`src/hdl/sbalu_pkg.sv`:
```
package sbalu_pkg;

   localparam int unsigned REG_COUNT_DEF = 8;
   localparam int unsigned PC_WIDTH_DEF  = 16;
   localparam int unsigned DATA_W        = 8;
   // The exact result of any operation fits in 17 signed bits.
   localparam int unsigned WIDE_W        = 17;
   localparam int unsigned STEPS         = 8;

   typedef enum logic [2:0] {
      OP_ADD   = 3'd0,
      OP_SUB   = 3'd1,
      OP_MUL   = 3'd2,
      OP_INC   = 3'd3,
      OP_DEC   = 3'd4,
      OP_CLEAR = 3'd5,
      OP_DIV   = 3'd6,
      OP_NOP   = 3'd7
   } op_type;

   typedef struct packed {
      op_type     mode;
      logic [2:0] dest_index;
      logic [2:0] src_index;
   } req_type;

   typedef struct packed {
      logic signed [7:0] written_value;
      logic              zero_flag;
      logic              overflow_flag;
      logic              underflow_flag;
      logic              carry_flag;
      logic              divide_error;
      logic [15:0]       next_pc;
   } rsp_type;

   typedef struct packed {
      logic zero;
      logic over;
      logic under;
      logic carry;
   } flags_type;

   typedef struct packed {
      logic   start;
      op_type mode;
   } ex_cmd_type;

   typedef struct packed {
      logic busy;
      logic done;
   } ex_stat_type;

   typedef enum logic [2:0] {
      ST_IDLE,
      ST_READ_A,
      ST_READ_B,
      ST_START,
      ST_WAIT,
      ST_FINISH
   } ctl_state_type;

   typedef enum logic [2:0] {
      EX_IDLE,
      EX_SINGLE,
      EX_MUL,
      EX_DIV,
      EX_SIGN,
      EX_DONE
   } ex_state_type;

   // Register numbers are taken modulo the register count; the number is
   // below eight, so a few conditional subtractions are enough.
   function automatic logic [3:0] wrap_index(input logic [2:0] idx,
                                             input int unsigned count);
      logic [4:0] v;
      v = {2'b00, idx};
      for (int i = 0; i < 4; i++) begin
         if (v >= 5'(count)) begin
            v = v - 5'(count);
         end
      end
      return v[3:0];
   endfunction

endpackage

```
`src/hdl/sbalu_regfile.sv`:
```
module sbalu_regfile #(
   parameter int unsigned REG_COUNT = sbalu_pkg::REG_COUNT_DEF,
   parameter int unsigned IDX_W     = $clog2(REG_COUNT)
) (
   input  logic                         clock,
   input  logic                         reset,
   input  logic [IDX_W-1:0]             rd_addr,
   output logic [sbalu_pkg::DATA_W-1:0] rd_data,
   input  logic                         wr_en,
   input  logic [IDX_W-1:0]             wr_addr,
   input  logic [sbalu_pkg::DATA_W-1:0] wr_data
);

   logic [sbalu_pkg::DATA_W-1:0] mem [REG_COUNT];
   logic [REG_COUNT-1:0]         valid_ff;
   logic [REG_COUNT-1:0]         valid_in;
   logic [sbalu_pkg::DATA_W-1:0] rd_data_ff;

   // An entry not written since reset reads as zero.
   always_comb begin
      valid_in = valid_ff;
      if (wr_en) begin
         valid_in[wr_addr] = 1'b1;
      end
   end

   always_ff @(posedge clock) begin
      if (reset) begin
         valid_ff <= '0;
      end else begin
         valid_ff <= valid_in;
      end
   end

   always_ff @(posedge clock) begin
      if (wr_en) begin
         mem[wr_addr] <= wr_data;
      end
      rd_data_ff <= valid_ff[rd_addr] ? mem[rd_addr] : '0;
   end

   assign rd_data = rd_data_ff;

endmodule

```
`src/hdl/sbalu_exec.sv`:
```
module sbalu_exec (
   input  logic                                clock,
   input  logic                                reset,
   input  sbalu_pkg::ex_cmd_type               ex_cmd,
   input  logic [sbalu_pkg::DATA_W-1:0]        opa,
   input  logic [sbalu_pkg::DATA_W-1:0]        opb,
   output sbalu_pkg::ex_stat_type              ex_stat,
   output logic signed [sbalu_pkg::WIDE_W-1:0] wide
);

   localparam int unsigned W  = sbalu_pkg::WIDE_W;
   localparam int unsigned DW = sbalu_pkg::DATA_W;

   sbalu_pkg::ex_state_type state_ff, state_in;
   logic [W-1:0]            acc_ff, acc_in;
   logic [W-1:0]            arg_ff, arg_in;
   logic [DW-1:0]           mq_ff, mq_in;
   logic [2:0]              cnt_ff, cnt_in;
   logic                    sub_ff, sub_in;
   logic                    div_ff, div_in;

   logic [W-1:0]  add_x;
   logic [W-1:0]  add_y;
   logic          add_sub;
   logic [W-1:0]  sum;
   logic [DW-1:0] mag_a;
   logic [DW-1:0] mag_b;
   logic [W-1:0]  sext_a;
   logic [W-1:0]  sext_b;
   logic [W-1:0]  trial_x;

   // The one shared adder; subtraction by inverting the second operand.
   assign sum = add_x + (add_y ^ {W{add_sub}}) + {{(W-1){1'b0}}, add_sub};

   assign mag_a  = opa[DW-1] ? (~opa + 1'b1) : opa;
   assign mag_b  = opb[DW-1] ? (~opb + 1'b1) : opb;
   assign sext_a = {{(W-DW){opa[DW-1]}}, opa};
   assign sext_b = {{(W-DW){opb[DW-1]}}, opb};
   // Partial remainder shifted left with the next dividend bit brought in.
   assign trial_x = {{(W-DW-1){1'b0}}, acc_ff[DW-1:0], mq_ff[DW-1]};

   always_comb begin
      state_in = state_ff;
      acc_in   = acc_ff;
      arg_in   = arg_ff;
      mq_in    = mq_ff;
      cnt_in   = cnt_ff;
      sub_in   = sub_ff;
      div_in   = div_ff;
      add_x    = acc_ff;
      add_y    = arg_ff;
      add_sub  = sub_ff;
      case (state_ff)
         sbalu_pkg::EX_IDLE: begin
            if (ex_cmd.start) begin
               cnt_in = '0;
               div_in = 1'b0;
               case (ex_cmd.mode)
                  sbalu_pkg::OP_ADD: begin
                     acc_in   = sext_a;
                     arg_in   = sext_b;
                     sub_in   = 1'b0;
                     state_in = sbalu_pkg::EX_SINGLE;
                  end
                  sbalu_pkg::OP_SUB: begin
                     acc_in   = sext_a;
                     arg_in   = sext_b;
                     sub_in   = 1'b1;
                     state_in = sbalu_pkg::EX_SINGLE;
                  end
                  sbalu_pkg::OP_INC: begin
                     acc_in   = sext_a;
                     arg_in   = W'(1);
                     sub_in   = 1'b0;
                     state_in = sbalu_pkg::EX_SINGLE;
                  end
                  sbalu_pkg::OP_DEC: begin
                     acc_in   = sext_a;
                     arg_in   = W'(1);
                     sub_in   = 1'b1;
                     state_in = sbalu_pkg::EX_SINGLE;
                  end
                  sbalu_pkg::OP_CLEAR: begin
                     acc_in   = '0;
                     arg_in   = '0;
                     sub_in   = 1'b0;
                     state_in = sbalu_pkg::EX_SINGLE;
                  end
                  sbalu_pkg::OP_MUL: begin
                     acc_in   = '0;
                     arg_in   = {{(W-DW){1'b0}}, mag_a};
                     mq_in    = mag_b;
                     sub_in   = opa[DW-1] ^ opb[DW-1];
                     state_in = sbalu_pkg::EX_MUL;
                  end
                  sbalu_pkg::OP_DIV: begin
                     acc_in   = '0;
                     arg_in   = {{(W-DW){1'b0}}, mag_b};
                     mq_in    = mag_a;
                     sub_in   = opa[DW-1] ^ opb[DW-1];
                     div_in   = 1'b1;
                     state_in = sbalu_pkg::EX_DIV;
                  end
                  default: begin
                     state_in = sbalu_pkg::EX_IDLE;
                  end
               endcase
            end
         end
         sbalu_pkg::EX_SINGLE: begin
            acc_in   = sum;
            state_in = sbalu_pkg::EX_DONE;
         end
         sbalu_pkg::EX_MUL: begin
            // Shift-and-add on magnitudes, one multiplier bit per cycle.
            add_y    = mq_ff[0] ? arg_ff : '0;
            add_sub  = 1'b0;
            acc_in   = sum;
            arg_in   = {arg_ff[W-2:0], 1'b0};
            mq_in    = {1'b0, mq_ff[DW-1:1]};
            cnt_in   = cnt_ff + 3'd1;
            if (cnt_ff == 3'(sbalu_pkg::STEPS - 1)) begin
               state_in = sbalu_pkg::EX_SIGN;
            end
         end
         sbalu_pkg::EX_DIV: begin
            // Restoring division: keep the trial difference when it is not
            // negative, and shift the quotient bit in behind the dividend.
            add_x   = trial_x;
            add_sub = 1'b1;
            if (sum[W-1]) begin
               acc_in = trial_x;
               mq_in  = {mq_ff[DW-2:0], 1'b0};
            end else begin
               acc_in = sum;
               mq_in  = {mq_ff[DW-2:0], 1'b1};
            end
            cnt_in = cnt_ff + 3'd1;
            if (cnt_ff == 3'(sbalu_pkg::STEPS - 1)) begin
               state_in = sbalu_pkg::EX_SIGN;
            end
         end
         sbalu_pkg::EX_SIGN: begin
            // Apply the sign of the result: zero plus or minus the magnitude.
            add_x    = '0;
            add_y    = div_ff ? {{(W-DW){1'b0}}, mq_ff} : acc_ff;
            add_sub  = sub_ff;
            acc_in   = sum;
            state_in = sbalu_pkg::EX_DONE;
         end
         sbalu_pkg::EX_DONE: begin
            state_in = sbalu_pkg::EX_IDLE;
         end
         default: begin
            state_in = sbalu_pkg::EX_IDLE;
         end
      endcase
   end

   always_ff @(posedge clock) begin
      if (reset) begin
         state_ff <= sbalu_pkg::EX_IDLE;
      end else begin
         state_ff <= state_in;
      end
   end

   always_ff @(posedge clock) begin
      acc_ff <= acc_in;
      arg_ff <= arg_in;
      mq_ff  <= mq_in;
      cnt_ff <= cnt_in;
      sub_ff <= sub_in;
      div_ff <= div_in;
   end

   assign ex_stat.busy = (state_ff != sbalu_pkg::EX_IDLE);
   assign ex_stat.done = (state_ff == sbalu_pkg::EX_DONE);
   assign wide         = $signed(acc_ff);

endmodule

```
`src/hdl/signed_byte_alu_with_flags_core.sv`:
```
// Signed byte ALU with flags.
// Each request transfer carries one instruction (mode, destination and source
// register numbers) for a small file of 8-bit signed registers. Each
// instruction gives exactly one response transfer with the value now held in
// the destination, the four flags, the divide error bit and the program
// counter after the instruction.
// Both channels use valid and stall; a transfer happens on a clock edge with
// valid high and stall low. req_stall is high while an instruction is in
// progress, so the block holds one instruction at a time.
// Add, subtract, increment, decrement and clear use the shared adder directly;
// multiply and divide take eight steps of the shared adder plus a sign step;
// the no-op mode and division by zero bypass the execution unit. A new
// request is taken the cycle after the response is loaded. Operands come
// one after the other from the single read port of the register file.
// If the receiver stalls, the response waits in its output register; the
// next instruction may still be taken and runs until its own result is ready.
// Synchronous reset clears the registers, flags and program counter at once.
module signed_byte_alu_with_flags_core #(
   parameter int unsigned REG_COUNT = sbalu_pkg::REG_COUNT_DEF,
   parameter int unsigned PC_WIDTH  = sbalu_pkg::PC_WIDTH_DEF
) (
   input  logic               clock,
   input  logic               reset,
   input  logic               req_valid,
   output logic               req_stall,
   input  sbalu_pkg::req_type req_payload,
   output logic               rsp_valid,
   input  logic               rsp_stall,
   output sbalu_pkg::rsp_type rsp_payload
);

   localparam int unsigned IDX_W = $clog2(REG_COUNT);
   localparam int unsigned DW    = sbalu_pkg::DATA_W;
   localparam int unsigned W     = sbalu_pkg::WIDE_W;

   sbalu_pkg::ctl_state_type state_ff, state_in;
   sbalu_pkg::op_type        mode_ff, mode_in;
   logic [IDX_W-1:0]         dest_ff, dest_in;
   logic [IDX_W-1:0]         src_ff, src_in;
   logic [DW-1:0]            a_ff, a_in;
   logic                     nop_ff, nop_in;
   logic                     dz_ff, dz_in;
   sbalu_pkg::flags_type     flags_ff, flags_in;
   logic [PC_WIDTH-1:0]      pc_ff, pc_in;
   logic                     rsp_valid_ff, rsp_valid_in;
   sbalu_pkg::rsp_type       rsp_ff, rsp_in;

   logic                     req_take;
   logic                     slot_free;
   logic [3:0]               dest_wrap;
   logic [3:0]               src_wrap;
   logic [IDX_W-1:0]         rf_rd_addr;
   logic [DW-1:0]            rf_rd_data;
   logic                     rf_wr_en;
   sbalu_pkg::ex_cmd_type    ex_cmd;
   sbalu_pkg::ex_stat_type   ex_stat;
   logic signed [W-1:0]      wide;
   sbalu_pkg::flags_type     wide_flags;

   assign req_stall = (state_ff != sbalu_pkg::ST_IDLE);
   assign req_take  = req_valid && !req_stall;
   assign slot_free = !rsp_valid_ff || !rsp_stall;
   assign dest_wrap = sbalu_pkg::wrap_index(req_payload.dest_index, REG_COUNT);
   assign src_wrap  = sbalu_pkg::wrap_index(req_payload.src_index, REG_COUNT);

   assign rf_rd_addr = (state_ff == sbalu_pkg::ST_READ_A) ? dest_ff : src_ff;
   assign rf_wr_en   = (state_ff == sbalu_pkg::ST_FINISH) && slot_free
                       && !nop_ff && !dz_ff;

   // Flags from the exact result: out of range when the bits above the low
   // seven do not all equal the sign.
   assign wide_flags.zero  = (wide == '0);
   assign wide_flags.over  = !wide[W-1] && (|wide[W-2:DW-1]);
   assign wide_flags.under = wide[W-1] && !(&wide[W-2:DW-1]);
   assign wide_flags.carry = wide_flags.over || wide_flags.under;

   sbalu_regfile #(
      .REG_COUNT (REG_COUNT),
      .IDX_W     (IDX_W)
   ) u_regfile (
      .clock   (clock),
      .reset   (reset),
      .rd_addr (rf_rd_addr),
      .rd_data (rf_rd_data),
      .wr_en   (rf_wr_en),
      .wr_addr (dest_ff),
      .wr_data (wide[DW-1:0])
   );

   sbalu_exec u_exec (
      .clock   (clock),
      .reset   (reset),
      .ex_cmd  (ex_cmd),
      .opa     (a_ff),
      .opb     (rf_rd_data),
      .ex_stat (ex_stat),
      .wide    (wide)
   );

   always_comb begin
      state_in     = state_ff;
      mode_in      = mode_ff;
      dest_in      = dest_ff;
      src_in       = src_ff;
      a_in         = a_ff;
      nop_in       = nop_ff;
      dz_in        = dz_ff;
      flags_in     = flags_ff;
      pc_in        = pc_ff;
      rsp_valid_in = rsp_valid_ff && rsp_stall;
      rsp_in       = rsp_ff;
      ex_cmd.start = 1'b0;
      ex_cmd.mode  = mode_ff;
      case (state_ff)
         sbalu_pkg::ST_IDLE: begin
            if (req_take) begin
               mode_in  = req_payload.mode;
               dest_in  = dest_wrap[IDX_W-1:0];
               src_in   = src_wrap[IDX_W-1:0];
               state_in = sbalu_pkg::ST_READ_A;
            end
         end
         sbalu_pkg::ST_READ_A: begin
            state_in = sbalu_pkg::ST_READ_B;
         end
         sbalu_pkg::ST_READ_B: begin
            a_in     = rf_rd_data;
            state_in = sbalu_pkg::ST_START;
         end
         sbalu_pkg::ST_START: begin
            nop_in = (mode_ff == sbalu_pkg::OP_NOP);
            dz_in  = (mode_ff == sbalu_pkg::OP_DIV) && (rf_rd_data == '0);
            if (nop_in || dz_in) begin
               state_in = sbalu_pkg::ST_FINISH;
            end else begin
               ex_cmd.start = 1'b1;
               state_in     = sbalu_pkg::ST_WAIT;
            end
         end
         sbalu_pkg::ST_WAIT: begin
            if (ex_stat.done) begin
               state_in = sbalu_pkg::ST_FINISH;
            end
         end
         sbalu_pkg::ST_FINISH: begin
            if (slot_free) begin
               pc_in                 = pc_ff + 1'b1;
               rsp_in.written_value  = a_ff;
               rsp_in.divide_error   = dz_ff;
               if (dz_ff) begin
                  flags_in = '0;
               end else if (!nop_ff) begin
                  flags_in             = wide_flags;
                  rsp_in.written_value = wide[DW-1:0];
               end
               rsp_in.zero_flag      = flags_in.zero;
               rsp_in.overflow_flag  = flags_in.over;
               rsp_in.underflow_flag = flags_in.under;
               rsp_in.carry_flag     = flags_in.carry;
               rsp_in.next_pc        = 16'(pc_in);
               rsp_valid_in          = 1'b1;
               state_in              = sbalu_pkg::ST_IDLE;
            end
         end
         default: begin
            state_in = sbalu_pkg::ST_IDLE;
         end
      endcase
   end

   always_ff @(posedge clock) begin
      if (reset) begin
         state_ff     <= sbalu_pkg::ST_IDLE;
         flags_ff     <= '0;
         pc_ff        <= '0;
         rsp_valid_ff <= 1'b0;
      end else begin
         state_ff     <= state_in;
         flags_ff     <= flags_in;
         pc_ff        <= pc_in;
         rsp_valid_ff <= rsp_valid_in;
      end
   end

   always_ff @(posedge clock) begin
      mode_ff <= mode_in;
      dest_ff <= dest_in;
      src_ff  <= src_in;
      a_ff    <= a_in;
      nop_ff  <= nop_in;
      dz_ff   <= dz_in;
      rsp_ff  <= rsp_in;
   end

   assign rsp_valid   = rsp_valid_ff;
   assign rsp_payload = rsp_ff;

   a_done_in_wait: assert property (@(posedge clock) disable iff (reset)
      ex_stat.done |-> (state_ff == sbalu_pkg::ST_WAIT))
      else $error("execution unit finished outside the wait state");

   a_engine_idle_on_take: assert property (@(posedge clock) disable iff (reset)
      req_take |-> !ex_stat.busy)
      else $error("instruction taken while the execution unit is busy");

   a_div_error_clears_flags: assert property (@(posedge clock) disable iff (reset)
      (rsp_valid && rsp_payload.divide_error) |->
         (!rsp_payload.zero_flag && !rsp_payload.overflow_flag
          && !rsp_payload.underflow_flag && !rsp_payload.carry_flag))
      else $error("flags set alongside a divide error");

   a_carry_consistent: assert property (@(posedge clock) disable iff (reset)
      rsp_valid |-> (rsp_payload.carry_flag
                     == (rsp_payload.overflow_flag || rsp_payload.underflow_flag)))
      else $error("carry flag disagrees with overflow and underflow");

   a_pc_steps: assert property (@(posedge clock) disable iff (reset)
      (rsp_valid_in && !(rsp_valid_ff && rsp_stall)) |=>
         (rsp_payload.next_pc == 16'(pc_ff)))
      else $error("response program counter does not match the counter");

endmodule
```
`config.mk`:
```
export PLATFORM = sky130hd
export DESIGN_NAME = signed_byte_alu_with_flags_core
export DESIGN_NICKNAME = d
export VERILOG_FILES = /design/src/hdl/sbalu_pkg.sv /design/src/hdl/sbalu_regfile.sv /design/src/hdl/sbalu_exec.sv /design/src/hdl/signed_byte_alu_with_flags_core.sv
export SDC_FILE = /design/constraint.sdc
export NUM_CORES = 1
export LEC_CHECK = 0
export BUFFER_PORTS_ARGS = -buffer_cell sky130_fd_sc_hd__clkbuf_2
export CAP_MARGIN = 0
export CORE_ASPECT_RATIO = 1.5
export CORE_MARGIN = 8
export CORE_UTILIZATION = 64
export CTS_BUF_LIST = sky130_fd_sc_hd__clkbuf_8
export DETAILED_ROUTE_END_ITERATION = 6
export GPL_TIMING_DRIVEN = 1
export PLACE_DENSITY = 0.93
export SYNTH_ARGS = -nofsm -noshare
export SYNTH_HDL_FRONTEND = slang
export SYNTH_SLANG_ARGS = --single-unit
```
`constraint.sdc`:
```
create_clock -name clock -period 5.4 [get_ports clock]
set_clock_uncertainty 0.15 [all_clocks]
set_input_delay 0.54 -clock clock [delete_from_list [all_inputs] [get_ports clock]]
set_output_delay 0.54 -clock clock [all_outputs]
set_load 0.02 [all_outputs]
```
==> key figures, run 1 <==
Worst setup path
  • Worst path bufs/invs: 0
  • R2r worst-path depth: 13
  • Crit Reg-Reg Startpoint: u_exec.state_ff[1]$_SDFFE_PP0P_
  • Cell depth of the worst setup path: 13
  • CP max-delay cell: dfxtp_1
  • Crit-path cells: nand2b_1, a21oi_4, or3_4, nand2_1, fa_1, a211oi_2, o21ai_1, a211o_1, a31o_2, o22ai_4, xnor2_4, a21oi_4, o21ai_1
  • Critical Path RT: 5.53 ns
  • Crit path from: u_exec.state_ff[1]$_SDFFE_PP0P_
  • CP Capture Type: flop
  • Worst path top cell family by delay: compound AO/OA/AOI/OAI gates
  • Crit path max fanout: 18
  • Slowest stage delay, CP: 0.70 ns
  • Crit path launch type: flop
  • Worst Path Arrival: 4.78 ns
  • CP Class: flop to flop

Final layout
  • Layout Cell Area excl Fill: 0.0114 sq mm
  • Diode count: 0
  • Final net count: 1049
  • Share of cells above drive strength 1: 14.0%
  • Area grow syn2layout: 9.24%

Die
  • Rows: 57
  • Vert. Die Dim: 173 um
  • Die area: 0.0208 sq mm
  • Die W: 120 um
  • Core box area: 0.0161 sq mm
  • Ports: 44
  • Initial core utilization: 64.9%

Timing
  • Final period utilization: 86.1%
  • Final Hold Viols: 0
  • Final worst setup slack: 0.750 ns
  • RSZ-0062 raised after global routing: false
  • Slew HR: 20.3%
  • Setup tns final: 0 ns
  • Worst-Margin Slew: 1.19 ns
  • Setup violations, final: 0
  • Fmax: 215 MHz
  • Slew Viols, Final: 0
  • Tmin final: 4.65 ns

Power
  • Tot Pwr: 6.29 mW
  • VDD IR-drop max: 0.388 mV
  • Leakage: 4.34 nW
  • Pwr Density: 551 mW/mm^2

GRT
  • Largest net degree at the start of global routing: 38
  • Vias in the first global route: 8108
  • Initial antenna violation count: 0
  • First-pass GRT wire length: 43500 um
  • Grt ovf: 0
  • Overall Global Routing Usage: 26.5%

Worst hold path
  • Hold Crit Start: req_payload[7]
  • Worst hold path depth: 1
  • Hold Crit Class: input pin to flop

Clocking
  • Number of hold buffers added after cts: 0
  • Htree depth: 1
  • Clock Latency Late Sink: 0.56 ns
  • CTS buffer count: 29
  • Clk slew on worst S/H paths: 0.07 ns
  • Total clock sinks: 202
  • TritonCTS clock tree: yes
  • Postcts setup bufs: 0
  • Clk root buf: clkbuf_8
  • Clk buf depth: 3
  • CTS resizes: 0

Placed design
  • IO Port Bufs: 43
  • Dpl ws: 0.810 ns
  • Placed Area: 0.0108 sq mm
  • GP Congestion: 0.948
  • Post-detail-place hpwl: 18800 um

Logic synthesis
  • Count leader, synth: edfxtp_1
  • Most frequent cells after synthesis: edfxtp_1 (159), nand2_1 (141), nor2_1 (87)
  • Async SR Flop Fraction: 0%
  • Sequential cell area fraction in the yosys report: 53.9%
  • Post-Syn Instances: 977
  • Synth top area share: 45.7%
  • Mapped Avg Cell Area: 10.7 sq um
  • Top FF cell, synth: edfxtp_1
  • Top area cells in the synthesized netlist: edfxtp_1 (46%), dfxtp_1 (8.2%), nand2_1 (5.1%)
  • Mapped cell area: 0.0105 sq mm
  • Netlist cell types: 75
  • Syn nets: 1011
  • Cell taking the most area after synthesis: edfxtp_1
  • Number of synthesized flops with an enable pin: 159
  • Yosys reg bits: 202
  • Yosys warns: 0

Flow run
  • Max-capacitance violation count: 0

Routing
  • Vias per cell: 6.63
  • Router iterations before antenna repair: 6
  • Vias post-DR: 8242
  • Drt drc: 0
  • Detailed Route Iter0 Violations: 1191
  • Antenna Nets Post-Route: 0
  • WL final: 28100 um
  • Routed len/inst: 22.6 um

Status
  • Outcome: completed
flip-flops by register name (all words and copies together), names as in the netlist, 4 cells and up:
signal,flops
u_exec.arg_ff,17
pc_ff,16
u_exec.wide,17
u_regfile.valid_ff,8
u_regfile.rd_data,8
a_ff,8
u_exec.mq_ff,8
rsp_payload,29
u_regfile.mem,64
flags_ff,4
cell families after synthesis:
kind of cell             synth area share [%]
AND/OR/NAND/NOR                          16.9
AO/OA/AOI/OAI                            13.9
flip-flops                               53.9
XOR/XNOR                                 6.27
buffers and inverters                    2.70
multiplexers                             3.79
adder cells (fa/ha/maj)                  2.58
through the flow:
stage | hold slack (ns) | utilization (%) | std cells
final | 0.0102 | 70.9 | 1244
after global routing | 0.00120 | 70.9 | 1244
after CTS | 0.000968 | 70.9 | 1244
after detailed placement | 0.308 | 67.0 | 1190
after global placement | 0.292 | 67.0 | 1190
after floorplan | 0.286 | - | 977
report_power, final:
part	switching (mW)	total [mW]	internal [mW]
Combinational	1.61	2.66	1.05
Sequential	0.374	2.37	2.00
Clock	0.590	1.26	0.674
final timing paths:
| check | end | slack (ns) |
|---|---|---|
| setup / recovery | u_exec.wide[10]$_DFFE_PP_ | 0.75 |
| hold / removal | mode_ff[1]$_DFFE_PP_ | 0.01 |
| setup reg to reg | u_exec.wide[10]$_DFFE_PP_ | 0.75 |
| hold reg to reg | flags_ff[2]$_SDFFE_PP0P_ | 0.32 |
layout by cell type (no fill, tap or decap), drive strengths merged, types with 16 or more instances in the layout:
| cell | instances |
|---|---|
| mux2i | 28 |
| clkbuf | 77 |
| edfxtp | 159 |
| xnor2 | 27 |
| a21oi | 49 |
| dfxtp | 43 |
| ha | 20 |
| nor2 | 90 |
| a21o | 16 |
| o21ai | 57 |
| inv | 22 |
| and3 | 17 |
| nand2 | 142 |
| nand3 | 33 |
| xor2 | 44 |
| a31oi | 16 |
metal layers:
metal,global-route usage [%],vias to the layer above,share of wire [%]
li1,-,3654,-
met5,0,-,0
met1,28.2,3860,33
met3,4.70,158,8.6
met4,18.0,0,6.8
met2,46.4,570,52
cell type report:
cell class                 count  area (sq um)
clock buffer                  34           468
multi-input combinational    712          4550
sequential                   202          5640
timing repair buffer          56           313
tap                          206           258
clock inverter                20           150
inverter                      14          52.6
fill                        1027          4690
Note: power is estimated with default switching activity, not from simulation.
==> inputs of run 2 (changes only) <==
Settings changed: PLACE_DENSITY 0.93 to 0.82.
Clock period 5.4 ns to 5.13 ns, I/O delays scaled along.
==> key figures, run 2 (synthesis results as in run 1) <==
Status
  • Outcome: completed

GRT
  • Overall Global Routing Usage: 24.2%
  • Vias in the first global route: 7773
  • Initial antenna violation count: 0
  • First-pass GRT wire length: 40200 um
  • Largest net degree at the start of global routing: 44
  • Grt ovf: 0

Worst setup path
  • CP Class: flop to flop
  • Crit path max fanout: 19
  • Crit path launch type: flop
  • CP max-delay cell: dfxtp_1
  • Critical Path RT: 5.24 ns
  • FF-to-FF End: u_exec.wide[15]$_DFFE_PP_
  • CP Capture Type: flop
  • Crit-path cells: or3b_1, nor2_1, a22oi_1, xor2_1, ha_1, a21o_1, a211o_1, a31o_2, o22ai_4, xnor2_4, a21oi_4, o21ai_1
  • Worst path top cell family by delay: compound AO/OA/AOI/OAI gates
  • R2r worst-path depth: 12
  • Cell depth of the worst setup path: 12
  • Worst path bufs/invs: 0
  • Slowest stage delay, CP: 0.72 ns
  • Worst Path Arrival: 4.65 ns
  • R2R setup slack: 0.59 ns
  • Crit Reg-Reg Startpoint: u_exec.state_ff[2]$_SDFFE_PP0P_

Placed design
  • GP Congestion: 0.901
  • Placed Area: 0.0108 sq mm
  • Post-detail-place hpwl: 17600 um
  • Dpl ws: 0.606 ns
  • IO Port Bufs: 43
  • Placed insts: 1195

Clocking
  • Htree depth: 1
  • CTS buffer count: 30
  • Clk root buf: clkbuf_8
  • Clk buf depth: 3
  • Clock Latency Late Sink: 0.56 ns
  • Total clock sinks: 202
  • CTS resizes: 0
  • TritonCTS clock tree: yes
  • Clk slew on worst S/H paths: 0.07 ns

Routing
  • Drt drc: 0
  • WL final: 25400 um
  • Vias post-DR: 7811
  • Antenna Nets Post-Route: 0
  • Router iterations before antenna repair: 5
  • Routed len/inst: 20.2 um
  • Vias per cell: 6.20
  • Detailed Route Iter0 Violations: 678

Final layout
  • Core Util, Final: 71.4%
  • Largest Register: u_regfile.mem
  • Area grow syn2layout: 9.99%
  • Leading cell types in the layout, fill and taps excluded: edfxtp_1 (159), nand2_1 (141), nor2_1 (87)
  • Largest register FFs: 64
  • Layout Cell Area excl Fill: 0.0115 sq mm
  • Diode count: 0
  • Most common cell after layout, fill and taps aside: edfxtp_1
  • Fill cells: 1192
  • Non-filler cells, final: 1259
  • FF/Latch Area: 0.00564 sq mm
  • Final net count: 1064
  • Share of cells above drive strength 1: 14.1%
  • Multi-input combinational cell area: 0.00454 sq mm

Die
  • Die area: 0.0208 sq mm
  • Initial core utilization: 64.9%
  • Core box area: 0.0161 sq mm
  • Die W: 120 um
  • Ports: 44
  • Vert. Die Dim: 173 um
  • Rows: 57

Power
  • Leakage: 4.36 nW
  • Tot Pwr: 6.45 mW
  • VDD IR-drop max: 0.546 mV
  • Pwr Density: 560 mW/mm^2

Worst hold path
  • Hold Crit Class: input pin to flop
  • Hold Crit Start: rsp_stall
  • Hold Path End: rsp_valid$_SDFF_PP0_
  • Worst hold path depth: 3

Timing
  • Setup tns final: 0 ns
  • Fmax: 220 MHz
  • Slew HR: 35.3%
  • Slew Viols, Final: 0
  • Setup violations, final: 0
  • Final period utilization: 88.4%
  • Worst-Margin Slew: 0.961 ns
  • Final Hold Viols: 0
  • RSZ-0062 raised after global routing: false
  • Tmin final: 4.54 ns
  • Final worst setup slack: 0.593 ns
  • Hold Slack: 0.120 ns

Flow run
  • Max-capacitance violation count: 0
run 2: changes by cell type in the layout (fill, tap and decap cells not counted), sizes merged:
| cell | before | now |
|---|---|---|
| inv | 22 | 17 |
| buf | 13 | 18 |
| clkinvlp | 3 | 1 |
| clkinv | 7 | 17 |
| dlygate4sd3 | 0 | 9 |
| bufinv | 2 | 0 |
run 2: final cells by class:
type / instances / area share, %
inverter: 14 / 0.457
timing repair buffer: 70 / 3.83
clock inverter: 21 / 0.914
sequential: 202 / 49.0
tap: 206 / 2.24
multi-input combinational: 712 / 39.5
clock buffer: 34 / 4.07
run 2: power by group:
group	internal [mW]	switching (mW)	leakage, nW
Sequential	2.10	0.358	1.78
Clock	0.614	0.625	0.309
Combinational	1.12	1.63	2.27
run 2: worst reg2reg max path, stage by stage (launching register included):
cell,delay (ns)
dfxtp_1,0.72
or3b_1,0.61
nor2_1,0.47
a22oi_1,0.15
xor2_1,0.19
ha_1,0.37
a21o_1,0.22
a211o_1,0.23
a31o_2,0.27
o22ai_4,0.22
xnor2_4,0.22
a21oi_4,0.32
o21ai_1,0.11
run 2: per-layer routing:
layer / vias to the layer above / GRT usage (%) / wire length [um]
li1: 3683 / - / -
met1: 3718 / 26.1 / 9280
met2: 322 / 43.0 / 13300
met3: 88 / 4.37 / 1570
met4: 0 / 14.0 / 1280
met5: - / 0 / 0
run 2: worst max-delay path by stage:
stage                               startpoint                        end  slack, ns
2_1_floorplan  u_exec.state_ff[2]$_SDFFE_PP0P_   u_exec.wide[7]$_DFFE_PP_       1.20
3_3_place_gp   u_exec.state_ff[2]$_SDFFE_PP0P_  u_exec.wide[14]$_DFFE_PP_       0.70
3_5_place_dp   u_exec.state_ff[2]$_SDFFE_PP0P_   u_exec.wide[9]$_DFFE_PP_       0.61
4_1_cts        u_exec.state_ff[2]$_SDFFE_PP0P_  u_exec.wide[13]$_DFFE_PP_       0.60
5_1_grt        u_exec.state_ff[2]$_SDFFE_PP0P_   u_exec.wide[9]$_DFFE_PP_       0.31
6_report       u_exec.state_ff[2]$_SDFFE_PP0P_  u_exec.wide[15]$_DFFE_PP_       0.59
run 2: repair_timing:
item / 4_1_cts / 5_1_grt
hold buffers: 9 / 0
endpoints found under the hold margin: 9 / 0
buffers inserted: 0 / 0
==> inputs of run 3 (changes only) <==
Settings changed: CORE_MARGIN 8 to 3.
==> key figures, run 3 (synthesis results as in run 1) <==
Routing
  • WL final: 25000 um
  • Detailed Route Iter0 Violations: 783
  • Router iterations before antenna repair: 6
  • Vias post-DR: 7696
  • Vias per cell: 6.12
  • Antenna Nets Post-Route: 0
  • Routed len/inst: 19.9 um
  • Drt drc: 0

Power
  • Leakage: 4.41 nW
  • Pwr Density: 569 mW/mm^2
  • Tot Pwr: 6.59 mW
  • VDD IR-drop max: 0.472 mV

Die
  • Die W: 110 um
  • Rows: 56
  • Die area: 0.0179 sq mm
  • Ports: 44
  • Vert. Die Dim: 163 um
  • Core box area: 0.0158 sq mm
  • Initial core utilization: 66.0%

Timing
  • Final period utilization: 89.6%
  • RSZ-0062 raised after global routing: false
  • Tmin final: 4.60 ns
  • Slew HR: 35.7%
  • Slew Viols, Final: 0
  • Setup tns final: 0 ns
  • Setup violations, final: 0
  • Worst-Margin Slew: 0.957 ns
  • Hold Slack: 0.0227 ns
  • Fmax: 217 MHz
  • Final Hold Viols: 0

Final layout
  • Diode count: 0
  • Leading cell types in the layout, fill and taps excluded: edfxtp_1 (159), nand2_1 (141), nor2_1 (87)
  • Largest Register: u_regfile.mem
  • Area grow syn2layout: 10.7%
  • Largest register FFs: 64
  • Share of cells above drive strength 1: 14.0%
  • Most common cell after layout, fill and taps aside: edfxtp_1
  • Fill cells: 1095
  • Final net count: 1064

Clocking
  • Htree depth: 1
  • Clk root buf: clkbuf_8
  • Clock Latency Late Sink: 0.57 ns
  • TritonCTS clock tree: yes
  • Clk slew on worst S/H paths: 0.06 ns
  • CTS buffer count: 30
  • Postcts setup bufs: 0
  • Clk buf depth: 3
  • Total clock sinks: 202

Placed design
  • Post-detail-place hpwl: 16900 um
  • IO Port Bufs: 43
  • GP Congestion: 0.917

Worst hold path
  • Hold Crit Class: input pin to flop

GRT
  • First-pass GRT wire length: 39500 um
  • Overall Global Routing Usage: 28.5%
  • Largest net degree at the start of global routing: 44
  • Vias in the first global route: 7410
  • Initial antenna violation count: 0
  • Grt ovf: 0

Status
  • Outcome: completed

Flow run
  • Max-capacitance violation count: 0

Worst setup path
  • Crit path max fanout: 19
  • Crit path launch type: flop
  • Worst Path Arrival: 4.72 ns
  • Critical Path RT: 5.25 ns
  • CP Capture Type: flop
  • CP Class: flop to flop
## run 3: per-layer routing
| metal | GRT usage (%) | share of wire (%) |
|---|---|---|
| met4 | 8.91 | 3.2 |
| met5 | 0 | 0 |
| met2 | 51.3 | 53 |
| met3 | 3.81 | 5.6 |
| met1 | 35.1 | 38 |
## run 3: worst paths after layout
check	depth (start not counted)	slack [ns]	endpoint	from
hold / removal	1	0.02	dest_ff[2]$_DFFE_PP_	req_payload[5]
setup reg to reg	13	0.53	u_exec.wide[12]$_DFFE_PP_	u_exec.state_ff[2]$_SDFFE_PP0P_
setup / recovery	13	0.53	u_exec.wide[12]$_DFFE_PP_	u_exec.state_ff[2]$_SDFFE_PP0P_
hold reg to reg	2	0.31	flags_ff[3]$_SDFFE_PP0P_	flags_ff[3]$_SDFFE_PP0P_
## run 3: through the flow
step	instance area [sq um]	cells	utilization, %	worst slack (ns)
4_1_cts	11600	1257	73.1	0.516
3_5_place_dp	10800	1193	68.5	0.560
3_3_place_gp	10800	1193	68.5	0.619
2_1_floorplan	10500	977	-	1.20
5_1_grt	11600	1257	73.1	0.201
6_report	11600	1257	73.1	0.532
## run 3: area by class of cell
class	instances	area, sq um	share of cell area, %
Clock buffer	36	495	4.28
Sequential cell	202	5640	48.7
Timing Repair Buffer	70	438	3.78
Inverter	14	52.6	0.454
Multi-Input combinational cell	712	4540	39.2
Tap cell	203	254	2.19
Clock inverter	20	163	1.40
## run 3: worst max-delay path, stage by stage, from the launching register on
cell	delay, ns
dfxtp_1	0.74
and3b_2	0.40
a21oi_4	0.45
or3_4	0.25
nand2_1	0.06
fa_1	0.44
a211oi_2	0.25
o21ai_1	0.12
a211o_1	0.31
a31o_2	0.27
o22ai_4	0.21
xnor2_4	0.21
a21oi_4	0.32
o21ai_1	0.11
## run 3: power by group
part / internal (mW) / switching, mW / leakage, nW / total [mW]
clock network: 0.788 / 0.617 / 0.364 / 1.41
registers: 2.10 / 0.330 / 1.78 / 2.43
logic: 1.11 / 1.64 / 2.27 / 2.75
total: 4.00 / 2.58 / 4.41 / 6.59
## run 3: what timing repair did
action / CTS / global route
setup endpoints to repair: 0 / 0
hold buffers: 8 / 0
gates resized for setup: 0 / 0
hold endpoints to repair: 8 / 0
